`src/rtl/gdr_pkg.sv`:
```
// Package with the shared types, constants and the saturating-add helper of the grid reducer.
package gdr_pkg;

	localparam int RedW = 32;
	localparam int RedIdxW = 5;
	localparam int SrcDim = 4096;
	localparam int DimW = 13;
	localparam int ValW = 48;
	localparam int SmpW = 32;
	localparam int CntW = 13;
	localparam int DivW = 64;
	localparam int QueueDepth = 4;
	localparam int QueuePtrW = 2;

	localparam logic signed [ValW-1:0] ValMax = {1'b0, {(ValW-1){1'b1}}};
	localparam logic signed [ValW-1:0] ValMin = {1'b1, {(ValW-1){1'b0}}};
	localparam logic [CntW-1:0] CntMax = {CntW{1'b1}};

	typedef enum logic [1:0] {
		OP_SAMPLE  = 2'd0,
		OP_RESTART = 2'd1,
		OP_NEWFRM  = 2'd2,
		OP_NONE    = 2'd3
	} opcode_t;

	typedef enum logic [1:0] {
		MODE_AVG = 2'd0,
		MODE_SUM = 2'd1,
		MODE_MIN = 2'd2,
		MODE_MAX = 2'd3
	} mode_t;

	typedef enum logic [2:0] {
		REG_SRC_W  = 3'd0,
		REG_SRC_H  = 3'd1,
		REG_RED_W  = 3'd2,
		REG_RED_H  = 3'd3,
		REG_MODE   = 3'd4
	} reg_idx_t;

	// Classified request passed from the front part to the back part.
	typedef struct packed {
		logic                   restart;
		logic                   clear_range;
		logic [RedIdxW-1:0]     col;
		logic signed [SmpW-1:0] smp;
		logic                   row_done;
		logic                   band_end;
		logic                   band_start;
		logic [11:0]            band;
	} req_t;

	function automatic logic signed [ValW-1:0] sat_add(
		input logic signed [ValW-1:0] a, input logic signed [ValW-1:0] b);
		logic signed [ValW:0] s;
		s = {a[ValW-1], a} + {b[ValW-1], b};
		if (s[ValW] != s[ValW-1]) begin
			return s[ValW] ? ValMin : ValMax;
		end
		return s[ValW-1:0];
	endfunction

endpackage

```
`src/rtl/gdr_queue.sv`:
```
// Short request queue between the front and the back part.
module gdr_queue (
	input  logic          clk,
	input  logic          arst_n,
	input  logic          in_valid,
	output logic          in_ready,
	input  gdr_pkg::req_t in_req,
	output logic          out_valid,
	input  logic          out_ready,
	output gdr_pkg::req_t out_req
);
	import gdr_pkg::*;

	req_t                 slot_q [QueueDepth];
	logic [QueuePtrW-1:0] wr_q, rd_q;
	logic [QueuePtrW:0]   cnt_q;
	logic                 wr, rd;

	assign in_ready = cnt_q != (QueuePtrW+1)'(QueueDepth);
	assign out_valid = cnt_q != '0;
	assign out_req = slot_q[rd_q];
	assign wr = in_valid && in_ready;
	assign rd = out_valid && out_ready;

	always_ff @(posedge clk or negedge arst_n) begin
		if (!arst_n) begin
			wr_q <= '0;
			rd_q <= '0;
			cnt_q <= '0;
		end else begin
			if (wr) wr_q <= wr_q + 1'b1;
			if (rd) rd_q <= rd_q + 1'b1;
			cnt_q <= cnt_q + (QueuePtrW+1)'(wr) - (QueuePtrW+1)'(rd);
		end
	end

	always_ff @(posedge clk) begin
		if (wr) slot_q[wr_q] <= in_req;
	end
endmodule

```
`config.mk`:
```
export PLATFORM = sky130hd
export DESIGN_NAME = gdr_queue
export DESIGN_NICKNAME = d
export VERILOG_FILES = /design/src/rtl/gdr_pkg.sv /design/src/rtl/gdr_queue.sv
export SDC_FILE = /design/constraint.sdc
export NUM_CORES = 1
export LEC_CHECK = 0
export BUFFER_PORTS_ARGS = -buffer_cell sky130_fd_sc_hd__clkbuf_2
export CORE_MARGIN = 2
export CORE_UTILIZATION = 61
export DETAILED_ROUTE_END_ITERATION = 6
export GPL_TIMING_DRIVEN = 0
export PLACE_DENSITY = 0.84
export RECOVER_POWER = 50
export SLEW_MARGIN = 20
export SYNTH_ARGS = -nofsm -noshare
export SYNTH_HDL_FRONTEND = slang
export SYNTH_SLANG_ARGS = --single-unit
```
`constraint.sdc`:
```
create_clock -name clk -period 5.9 [get_ports clk]
set_input_delay 0.295 -clock clk [delete_from_list [all_inputs] [get_ports clk]]
set_output_delay 0.295 -clock clk [all_outputs]
set_load 0.02 [all_outputs]
```
==> metrics.txt <==
result of the run=finished clean; worst relative slew slack=0.352; number of levels the H-tree was split into=1; cell type with the largest total area after synthesis=edfxtp_1; n_diodes=0; Seq/Total Area, Yosys=0.806; Max FO, Critical Path=10; actual slew at the worst max-slew pin=approximately 1 ns; number of cell instances on the worst register-to-register path=9; proportion of netlist area held by the largest area contributor=0.785; average routed wire per standard cell=~22 um; combinational fraction of design power=0.325; Antenna Violating Nets Remaining=0; initial antenna violation count=0; relative contribution of the clock network to total power=0.251; # rows=42; required time of the critical path=approximately 5.6 ns; Tot GR Track Use=0.205; Buf/Inv on CP=3; first drt pass iteration count=4; number of global-route vias before repair=around 4000; Peak supply drop=approximately 0.00043 V; setup clock skew after layout=slightly above 0.01 ns; top cells by area in the synthesized netlist=edfxtp_1 79%, mux4_2 15%, dfrtp_1 2.1%; placeable core region=between 10000 and 15000 um2; count of routing violations after the opening detailed-route iteration=between 200 and 300; min setup slack post-route=about 3.2 ns; Flop pwr share=0.425; Cells after Synth=between 300 and 400; count of instances resized after the clock tree is built=0; number of nets in the layout=530; distinct cell type count of the synthesized netlist=20; die height=roughly 120 um; largest net degree at the start of global routing=41; Final Critical Period=approximately 2.7 ns; largest stage delay on the critical path=around 0.62 ns; max-cap check violation count=0; worst setup slack after placement=3.50 ns; busiest metal layer after global routing=met2; count of buffers added by post-CTS timing repair for setup=0; Clock Pin Slew Worst Setup and Hold Paths=around 0.060 ns; Skew-Pair Late Insertion Delay=around 0.49 ns; type of element capturing the critical path=output port; count of final max-slew check failures=0; placed cell area=roughly 9000 um2; design area=a little under 10000 um2; synthesized area per cell=~26 um2; total vias in the final route=3748; post-detailed-routing wire length=between 10 and 15 mm; number of cells on the worst hold path=1; final-report setup violation count=0; PD cells=~530 nW/um2; width of the die=between 100 and 150 um; Tcrit/Tclk final=0.458; netlist area before placement=roughly 8300 um2; fraction of final layout cells sized beyond drive strength 1=0.338; die area=14500 um2; cell type group with the largest total delay on the critical path=buffers and inverters; met1 global-route usage=0.288; setup_tns=0 ns; met3 demand-to-capacity share in global routing=0.0415; Crit path depth=4; clock sink count=approximately 220; static leakage power=3.28 nW; Syn Nets=388; RSZ-0062 raised after global routing=false; detailed placer's ending HPWL=just under 9 mm; fill cell count=between 700 and 800; number of hold-slack violations in the final timing report=0; switching fraction of total power=0.312; number of buffers added by the clock tree synthesis step=22; # hold bufs at CTS=1; GRT met2 Usage=0.339; Critical Path Slowest Stage Cell=mux4_2; sum of overflow across all layers after global routing=0; number of synthesized register bits=223; clock root buffer master=clkbuf_16; IO Port Bufs=about 110; commonest cells after routing, fill and taps aside=216 x edfxtp_1, 59 x clkbuf_1, 58 x clkbuf_2, 54 x mux4_2, 23 x clkbuf_16; CTS max path bufs=3; post-route DRC violation count=0; CTS tree=built; starting density of the core=0.624; upper clock frequency limit=0.370 GHz; global-route wire length before repair=approximately 22 mm; final RePlAce weighted congestion=0.747; most frequent standard cell in the layout excluding fill and tap cells=edfxtp_1; via count normalized by instance count=between 5 and 6; type of the most critical hold path=input port to flop; worst setup path category=flop to output port; Ports=about 110; startpoint class of the critical path=flop; number of warnings reported in the yosys synthesis log=0; area growth from synthesis to layout=18.2%; crit-path cells=buf_6, clkbuf_1, mux4_2, clkbuf_2; internal cell power=3.54 mW; sw power=1.61 mW; worst endpoint data arrival time=between 2 and 2.5 ns
==> registers in the layout (all words and copies together), names as in the netlist <==
signal  flops
slot_q    216
wr_q        2
cnt_q       3
rd_q        2
==> power by group through the flow <==
| stage | registers, mW | logic [mW] | clock network, mW |
|---|---|---|---|
| floorplan | 2.19 | 1.18 | 0 |
| global placement | 2.22 | 1.64 | 0 |
| detailed placement | 2.22 | 1.72 | 0 |
| CTS | 2.19 | 1.73 | 1.32 |
| global route | 2.21 | 1.81 | 1.38 |
| finish | 2.19 | 1.67 | 1.29 |
==> cell families after synthesis <==
| kind of cell | synth area share |
|---|---|
| DFF | 0.806 |
| muxes | 0.147 |
| buffers and inverters | 0.0141 |
| and+or+nand+nor | 0.0127 |
| adders and majority gates | 0.0115 |
| AOI/OAI and AO/OA | 0.00394 |
| xor gates and xnor gates | 0.00424 |
==> synthesized netlist by cell type <==
cell type	n
xor2_1	1
buf_2	6
and3b_1	4
nand4bb_1	2
inv_1	6
dfrtp_1	7
o311ai_0	1
o31a_1	1
ha_1	6
fa_1	1
edfxtp_1	216
mux4_2	54
o211ai_1	2
nand2_1	1
xnor2_1	3
nand2b_1	4
buf_4	1
buf_6	5
nor3b_2	1
or3_1	1
==> layout make-up <==
type	instances	area [um2]	area share
timing repair buffer	118	609	0.0624
buffer	12	86.3	0.00884
clock buffer	26	587	0.0601
tap	176	220	0.0226
multi-input combinational	82	1490	0.152
sequential	223	6660	0.682
inverter	6	22.5	0.00231
clock inverter	13	88.8	0.00910
==> per-layer routing <==
| metal | up-vias | routed length [um] | part of all wire |
|---|---|---|---|
| li1 | 1661 | - | - |
| met1 | 1925 | 5790 | 0.41 |
| met2 | 141 | 7300 | 0.51 |
| met3 | 21 | 875 | 0.062 |
| met4 | 0 | 232 | 0.016 |
| met5 | - | 0 | 0 |
==> path summary, 6_finish.rpt <==
| path | end | startpoint | slack, ns |
|---|---|---|---|
| worst min register to register | wr_q[1]$_DFFE_PN0P_ | wr_q[1]$_DFFE_PN0P_ | 0.61 |
| worst max register to register | cnt_q[2]$_DFF_PN0_ | cnt_q[1]$_DFF_PN0_ | 3.25 |
| worst min-delay path | slot_q[2][36]$_DFFE_PP_ | in_req[36] | 0.06 |
| worst max-delay path | out_req[48] | rd_q[0]$_DFFE_PN0P_ | 3.20 |
| min in group asynchronous | cnt_q[0]$_DFF_PN0_ | arst_n | 0.25 |
| max in group asynchronous | rd_q[0]$_DFFE_PN0P_ | arst_n | 5.36 |
==> stage by stage <==
step	hold WS (ns)	util	total power [mW]	instances
after floorplan	-0.000591	-	3.38	323
final	0.0622	0.737	5.15	656
after detailed placement	0.149	0.692	3.94	616
after CTS	0.00301	0.744	5.24	656
after global routing	0.0550	0.737	5.40	656
after global placement	0.140	0.683	3.86	612
No activity file was read; power rests on OpenSTA's default activity.
