<file path="config.mk">
export PLATFORM = sky130hd
export DESIGN_NAME = gdr_front
export DESIGN_NICKNAME = d
export VERILOG_FILES = /design/src/rtl/gdr_pkg.sv /design/src/rtl/gdr_front.sv
export SDC_FILE = /design/constraint.sdc
export NUM_CORES = 1
export LEC_CHECK = 0
export BUFFER_PORTS_ARGS = -buffer_cell sky130_fd_sc_hd__buf_2
export CAP_MARGIN = 25
export CORE_MARGIN = 2
export CORE_UTILIZATION = 40
export CTS_CLUSTER_DIAMETER = 120
export CTS_CLUSTER_SIZE = 20
export DETAILED_ROUTE_END_ITERATION = 7
export GPL_TIMING_DRIVEN = 0
export PLACE_DENSITY = 0.63
export RECOVER_POWER = 100
export SYNTH_ARGS = -nofsm -noshare
export SYNTH_HDL_FRONTEND = slang
export SYNTH_SLANG_ARGS = --single-unit
</file>
<file path="constraint.sdc">
create_clock -name clk -period 18.25 [get_ports clk]
set_input_delay 1.825 -clock clk [delete_from_list [all_inputs] [get_ports clk]]
set_output_delay 1.825 -clock clk [all_outputs]
set_load 0.01 [all_outputs]
</file>
<file path="src/rtl/gdr_pkg.sv">
// Package with the shared types, constants and the saturating-add helper of the grid reducer.
package gdr_pkg;

	localparam int RedW = 32;
	localparam int RedIdxW = 5;
	localparam int SrcDim = 4096;
	localparam int DimW = 13;
	localparam int ValW = 48;
	localparam int SmpW = 32;
	localparam int CntW = 13;
	localparam int DivW = 64;
	localparam int QueueDepth = 4;
	localparam int QueuePtrW = 2;

	localparam logic signed [ValW-1:0] ValMax = {1'b0, {(ValW-1){1'b1}}};
	localparam logic signed [ValW-1:0] ValMin = {1'b1, {(ValW-1){1'b0}}};
	localparam logic [CntW-1:0] CntMax = {CntW{1'b1}};

	typedef enum logic [1:0] {
		OP_SAMPLE  = 2'd0,
		OP_RESTART = 2'd1,
		OP_NEWFRM  = 2'd2,
		OP_NONE    = 2'd3
	} opcode_t;

	typedef enum logic [1:0] {
		MODE_AVG = 2'd0,
		MODE_SUM = 2'd1,
		MODE_MIN = 2'd2,
		MODE_MAX = 2'd3
	} mode_t;

	typedef enum logic [2:0] {
		REG_SRC_W  = 3'd0,
		REG_SRC_H  = 3'd1,
		REG_RED_W  = 3'd2,
		REG_RED_H  = 3'd3,
		REG_MODE   = 3'd4
	} reg_idx_t;

	// Classified request passed from the front part to the back part.
	typedef struct packed {
		logic                   restart;
		logic                   clear_range;
		logic [RedIdxW-1:0]     col;
		logic signed [SmpW-1:0] smp;
		logic                   row_done;
		logic                   band_end;
		logic                   band_start;
		logic [11:0]            band;
	} req_t;

	function automatic logic signed [ValW-1:0] sat_add(
		input logic signed [ValW-1:0] a, input logic signed [ValW-1:0] b);
		logic signed [ValW:0] s;
		s = {a[ValW-1], a} + {b[ValW-1], b};
		if (s[ValW] != s[ValW-1]) begin
			return s[ValW] ? ValMin : ValMax;
		end
		return s[ValW-1:0];
	endfunction

endpackage

</file>
<file path="src/rtl/gdr_front.sv">
// Front part: register file, frame position tracking and request classification.
module gdr_front (
	input  logic                        clk,
	input  logic                        arst_n,
	input  logic                        cfg_we,
	input  logic [2:0]                  cfg_index,
	input  logic [12:0]                 cfg_data,
	input  logic                        push,
	output logic                        full,
	input  logic [1:0]                  opcode,
	input  logic signed [31:0]          sample,
	output logic                        req_valid,
	input  logic                        req_ready,
	output gdr_pkg::req_t               req,
	output logic [gdr_pkg::RedIdxW:0]   red_w,
	output gdr_pkg::mode_t              mode
);
	import gdr_pkg::*;

	typedef enum logic [2:0] {
		SY_IDLE,
		SY_COL_LOAD,
		SY_ROW_LOAD,
		SY_RUN,
		SY_STORE
	} sync_t;

	logic [DimW-1:0] src_w_q, src_h_q, red_h_q;
	logic [5:0]      red_w_q;
	mode_t           mode_q;
	logic [DimW-1:0] sw, sh, rh;
	logic [6:0]      rwc;
	logic [RedIdxW:0] rw;
	logic [DimW-1:0] col_q, row_q;
	logic [DimW-1:0] colacc_q;
	logic [RedIdxW:0] ri_q;
	logic [24:0]     rowacc_q;
	logic [DimW-1:0] ry_q;
	logic            band_open_q;
	logic            in_frame;
	logic            accept;
	logic            issue;
	logic            row_done;
	logic [24:0]     nxt_rowacc;
	logic [DimW-1:0] nxt_ry;
	logic            band_end;
	logic [RedIdxW:0] ri_clamp;
	logic [DimW-1:0] nxt_colacc;
	logic [RedIdxW:0] nxt_ri;
	sync_t           sync_q;
	logic            sync_row_q;
	logic [24:0]     dnum_q, dquo_q;
	logic [DimW-1:0] drem_q, dden_q;
	logic [4:0]      dstep_q;
	logic [DimW:0]   dshift, dtrial;

	always_comb begin
		sw = (src_w_q == '0) ? 13'd1 : (src_w_q > 13'(SrcDim) ? 13'(SrcDim) : src_w_q);
		sh = (src_h_q == '0) ? 13'd1 : (src_h_q > 13'(SrcDim) ? 13'(SrcDim) : src_h_q);
		rh = (red_h_q == '0) ? 13'd1 : (red_h_q > 13'(SrcDim) ? 13'(SrcDim) : red_h_q);
		rh = (rh > sh) ? sh : rh;
		rwc = (red_w_q == '0) ? 7'd1 : (red_w_q > 6'(RedW) ? 7'(RedW) : {1'b0, red_w_q});
		rw = (13'(rwc) > sw) ? (RedIdxW+1)'(sw) : (RedIdxW+1)'(rwc);
	end

	// Column index col*rw/sw kept incrementally: colacc holds col*rw mod sw.
	// After a register write both positions are rebuilt, each by a serial division.
	always_comb begin
		in_frame = row_q < sh;
		accept = push && !full;
		issue = accept && (opcode == OP_RESTART || opcode == OP_NEWFRM ||
			(opcode == OP_SAMPLE && in_frame));
		row_done = (col_q + 13'd1 >= sw);
		ri_clamp = (ri_q >= rw) ? rw - 1'b1 : ri_q;
		nxt_rowacc = rowacc_q + 25'(rh);
		nxt_ry = ry_q;
		if (nxt_rowacc >= 25'(sh)) begin
			nxt_ry = ry_q + 13'd1;
		end
		band_end = (row_q + 13'd1 >= sh) || (nxt_ry != ry_q);
		nxt_colacc = colacc_q + 13'(rw);
		nxt_ri = ri_q;
		if (nxt_colacc >= sw) begin
			nxt_colacc = nxt_colacc - sw;
			nxt_ri = ri_q + 1'b1;
		end
	end

	assign dshift = {drem_q, dnum_q[24]};
	assign dtrial = dshift - {1'b0, dden_q};

	assign full = (req_valid && !req_ready) || (sync_q != SY_IDLE);

	always_ff @(posedge clk or negedge arst_n) begin
		if (!arst_n) begin
			src_w_q <= 13'd1;
			src_h_q <= 13'd1;
			red_w_q <= 6'd32;
			red_h_q <= 13'd32;
			mode_q <= MODE_AVG;
			col_q <= '0;
			row_q <= '0;
			colacc_q <= '0;
			ri_q <= '0;
			rowacc_q <= '0;
			ry_q <= '0;
			band_open_q <= 1'b0;
			req_valid <= 1'b0;
			sync_q <= SY_IDLE;
			sync_row_q <= 1'b0;
			dnum_q <= '0;
			dquo_q <= '0;
			drem_q <= '0;
			dden_q <= '0;
			dstep_q <= '0;
		end else begin
			if (cfg_we) begin
				case (cfg_index)
					REG_SRC_W: src_w_q <= cfg_data;
					REG_SRC_H: src_h_q <= cfg_data;
					REG_RED_W: red_w_q <= cfg_data[5:0];
					REG_RED_H: red_h_q <= cfg_data;
					REG_MODE:  mode_q <= mode_t'(cfg_data[1:0]);
					default: ;
				endcase
			end
			if (cfg_we) begin
				sync_q <= SY_COL_LOAD;
			end else begin
				unique case (sync_q)
					SY_IDLE: ;
					SY_COL_LOAD: begin
						dnum_q <= 25'(col_q) * 25'(rw);
						dden_q <= sw;
						drem_q <= '0;
						dquo_q <= '0;
						dstep_q <= 5'd25;
						sync_row_q <= 1'b0;
						sync_q <= SY_RUN;
					end
					SY_ROW_LOAD: begin
						dnum_q <= 25'(row_q) * 25'(rh);
						dden_q <= sh;
						drem_q <= '0;
						dquo_q <= '0;
						dstep_q <= 5'd25;
						sync_row_q <= 1'b1;
						sync_q <= SY_RUN;
					end
					SY_RUN: begin
						dnum_q <= {dnum_q[23:0], 1'b0};
						if (!dtrial[DimW]) begin
							drem_q <= dtrial[DimW-1:0];
							dquo_q <= {dquo_q[23:0], 1'b1};
						end else begin
							drem_q <= dshift[DimW-1:0];
							dquo_q <= {dquo_q[23:0], 1'b0};
						end
						dstep_q <= dstep_q - 5'd1;
						if (dstep_q == 5'd1) sync_q <= SY_STORE;
					end
					SY_STORE: begin
						if (!sync_row_q) begin
							ri_q <= (dquo_q >= 25'(rw)) ? rw : dquo_q[RedIdxW:0];
							colacc_q <= drem_q;
							sync_q <= SY_ROW_LOAD;
						end else begin
							ry_q <= dquo_q[DimW-1:0];
							rowacc_q <= 25'(drem_q);
							sync_q <= SY_IDLE;
						end
					end
					default: sync_q <= SY_IDLE;
				endcase
			end
			if (issue) begin
				req_valid <= 1'b1;
			end else if (req_ready) begin
				req_valid <= 1'b0;
			end
			if (accept) begin
				if (opcode == OP_RESTART || opcode == OP_NEWFRM) begin
					col_q <= '0;
					row_q <= '0;
					colacc_q <= '0;
					ri_q <= '0;
					rowacc_q <= '0;
					ry_q <= '0;
					band_open_q <= 1'b0;
				end else if (opcode == OP_SAMPLE && in_frame) begin
					if (row_done) begin
						col_q <= '0;
						colacc_q <= '0;
						ri_q <= '0;
						row_q <= row_q + 13'd1;
						rowacc_q <= (nxt_rowacc >= 25'(sh)) ? nxt_rowacc - 25'(sh) : nxt_rowacc;
						ry_q <= nxt_ry;
						band_open_q <= !band_end;
					end else begin
						col_q <= col_q + 13'd1;
						colacc_q <= nxt_colacc;
						ri_q <= nxt_ri;
					end
				end
			end
		end
	end

	always_ff @(posedge clk) begin
		if (accept) begin
			req.restart <= (opcode == OP_RESTART || opcode == OP_NEWFRM);
			req.clear_range <= (opcode == OP_NEWFRM);
			req.col <= ri_clamp[RedIdxW-1:0];
			req.smp <= sample;
			req.row_done <= row_done;
			req.band_end <= band_end;
			req.band_start <= !band_open_q;
			req.band <= ry_q[11:0];
		end
	end

	assign red_w = rw;
	assign mode = mode_q;
endmodule

</file>
==> flow_summary.toml <==
[timing]
whs_ns = 0.4599
layout_min_cycle_time_ns = 11.42
hold_viol = 0
tightestPinTransition_ns = 6.410
maxSlewHeadroom_pct = -327.3
clock-skew-final_ns = 0.02112
rsz0062_at_grt = "no"
final.period_utilization_pct = 62.57
setup_viol_count_final = 0
fmax_ghz = 0.08757
setup_tns_ns = 0
maxSlewViolCount = 284

[power_and_ir_drop]
leakage_nw = 12.84
ir_drop_mv = 0.06703
p_total_mw = 2.107
power_per_cell_area_nw_per_um2 = 77.77

[worst_setup_path]
worstSetupPathType = "primary input to asynchronous set/reset pin"
slowest_stage = "clkbuf_1"
startpoint_type = "primary input"
crit_top_cell = "clkbuf_1"
cpPeakStageDelay_ns = 4.42
cp_cell_sequence = "clkdlybuf4s25_1 > clkbuf_1 > clkbuf_1"
worstPathRequired_ns = 17.58
critical_path.max_fanout = 112
crit_arrival_ns = 10.74
end_kind = "asynchronous set/reset pin"

[finish]
nets = 3338
area_growth_pct = 8.011
finish.instance_area_um2 = 27090
drive_above_1_share_pct = 5.256

[clocking]
cts-resized-gates = 0
ctsHtreeMaxLevel = 1
hold_buffers = 0
clk_latency_ns = 0.53
clockRootBuffer = "clkbuf_16"
clockBufferDepth = 3
clock-sinks = 270
clkTransAtPathRegs_ns = 0.09
post_cts_buffers = 0
cts_inserted_buffers = 17
cts_tree = "built"

[route]
wire_per_inst_um = 20.13
drcViolationCount = 0
drt-vias-per-instance = 5.582
first_iter_violations = 1530
routed_wl_mm = 75.15
vias = 20845
antenna_left = 0
drtPass1Iterations = 5

[floorplan]
die_w_um = 254.4
initial_core_util_pct = 40.57
dieArea_um2 = 64730
core_um2 = 61830
placementRows = 91
ios = 119
die_h_um = 254.4

[global_routing]
antenna_found_initial = 6
overflow = 0
grt_usage_pct = 23.45
grt_pass1_vias = 20969
grt_pass1_wl_mm = 118.6
grt_max_degree = 113

[place]
gp_congestion = 0.8977
dpl.hpwl_mm = 59.69
io_buffers = 117
place_area_um2 = 26830

[yosys]
synth_cells = 2737
ys_ff_latch = 270
synthFlopType = "dfrtp_1"
synth.most_common_cell = "nand2_1"
synth_top_cell_area_share_pct = 21.15
synth_area_leader_cell = "dfrtp_1"
synth_cell_types = 86
ys_warn_count = 0
syn_area_um2 = 25080
ys_seq_area_share_pct = 28.03
ys_top_cells_by_area = "dfrtp_1, fa_1, ha_1, edfxtp_1, nand2_1"
async_flop_share_pct = 80.00
synth_edf_count = 54
synth_common_cells = "nand2_1, inv_1, ha_1, dfrtp_1, fa_1"
synth_fp_nets = 3194
syn_area_per_cell_um2 = 9.164

[run_status]
violations = "max-capacitance violations, max-slew violations"
status = "finished with violations"

[flow_run]
drv_cap = 4

[worst_hold_path]
holdCritPathClass = "flop to flop"
flip-flops by register name, summed over array words and instances (netlist names), 3 cells and up:
register	cells
red_w_q	6
dnum_q	25
src_w_q	13
row_q	13
rowacc_q	25
col_q	13
drem_q	13
red_h_q	13
ry_q	12
colacc_q	13
dden_q	13
dquo_q	25
ri_q	6
req	54
src_h_q	13
dstep_q	5
sync_q	3
cell usage in the layout, fill, tap and decap left out, types with 8 or more instances in the layout:
| cell | instances |
|---|---|
| buf_1 | 8 |
| or3_1 | 19 |
| dfrtp_1 | 212 |
| o21a_1 | 30 |
| clkbuf_16 | 17 |
| nand2b_1 | 33 |
| a31oi_1 | 21 |
| a21boi_0 | 11 |
| o22ai_1 | 17 |
| edfxtp_1 | 54 |
| a22oi_1 | 10 |
| fa_1 | 170 |
| a211o_1 | 8 |
| mux2i_1 | 62 |
| nand3_1 | 54 |
| a22o_1 | 32 |
| nand2_1 | 350 |
| buf_2 | 60 |
| a21oi_1 | 95 |
| inv_1 | 305 |
| nand4_1 | 17 |
| nor2b_1 | 36 |
| o21ai_0 | 147 |
| ha_1 | 232 |
| and2_1 | 103 |
| clkbuf_1 | 188 |
| o21bai_1 | 11 |
| a311oi_1 | 14 |
| a211oi_1 | 28 |
| o211ai_1 | 11 |
| or4_1 | 8 |
| and3_1 | 33 |
| nor4_1 | 15 |
| xor2_1 | 49 |
| nor3_1 | 37 |
| mux2_2 | 48 |
| xnor2_1 | 71 |
| nor2_1 | 126 |
| a21o_1 | 35 |
stage by stage:
step / utilization, % / instances / setup slack, ns
after floorplan: - / 2737 / 10.23
after global placement: 43.21 / 3691 / 8.230
after detailed placement: 43.40 / 3697 / 8.218
after CTS: 44.20 / 3727 / 8.160
after global routing: 43.80 / 3729 / 4.666
final: 43.82 / 3734 / 6.831
final cells by class:
type                       count  area, µm²
fill                        6065      34730
clock inverter                 2      17.52
antenna                        5      12.51
multi-input combinational   2037      16330
clock buffer                  28      476.7
timing repair buffer         125      545.5
buffer                       124      481.7
tap                          837       1047
sequential                   270       7032
inverter                     306       1149
routing by layer:
metal / global-route usage (%) / wire length, µm / vias up
met5: 0 / 0 / -
met4: 5.597 / 1834 / 0
met3: 2.664 / 4551 / 98
met2: 38.53 / 34870 / 627
met1: 33.07 / 33890 / 10487
li1: - / - / 9633
power by group:
group / total, mW / internal [mW] / switching (mW)
clock network: 0.406 / 0.182 / 0.223
logic: 0.968 / 0.365 / 0.603
registers: 0.733 / 0.671 / 0.0624
critical path, delay by kind of cell:
kind	cells	cell delay (ns)
buffers and inverters	3	8.69
final timing paths:
check / from / endpoint / slack [ns] / depth (start not counted)
max in group clk: src_h_q[12] / rowacc_q[1] / 7.53 / 33
max: arst_n / dnum_q[1] / 6.83 / 3
min reg2reg: ry_q[2] / req[2] / 0.46 / 0
max reg2reg: src_h_q[12] / rowacc_q[1] / 7.53 / 33
min in group asynchronous: arst_n / dquo_q[21] / 3.96 / 2
min: ry_q[2] / req[2] / 0.46 / 0
cell families after synthesis:
group / Yosys count / synth area share, %
compound gates: 541 / 14.60
fa+ha+maj: 402 / 25.14
mux: 114 / 4.809
simple gates: 860 / 16.56
flops: 270 / 28.03
xor+xnor: 120 / 4.220
buf+inv: 430 / 6.644
(Power assumes the default switching activity.)
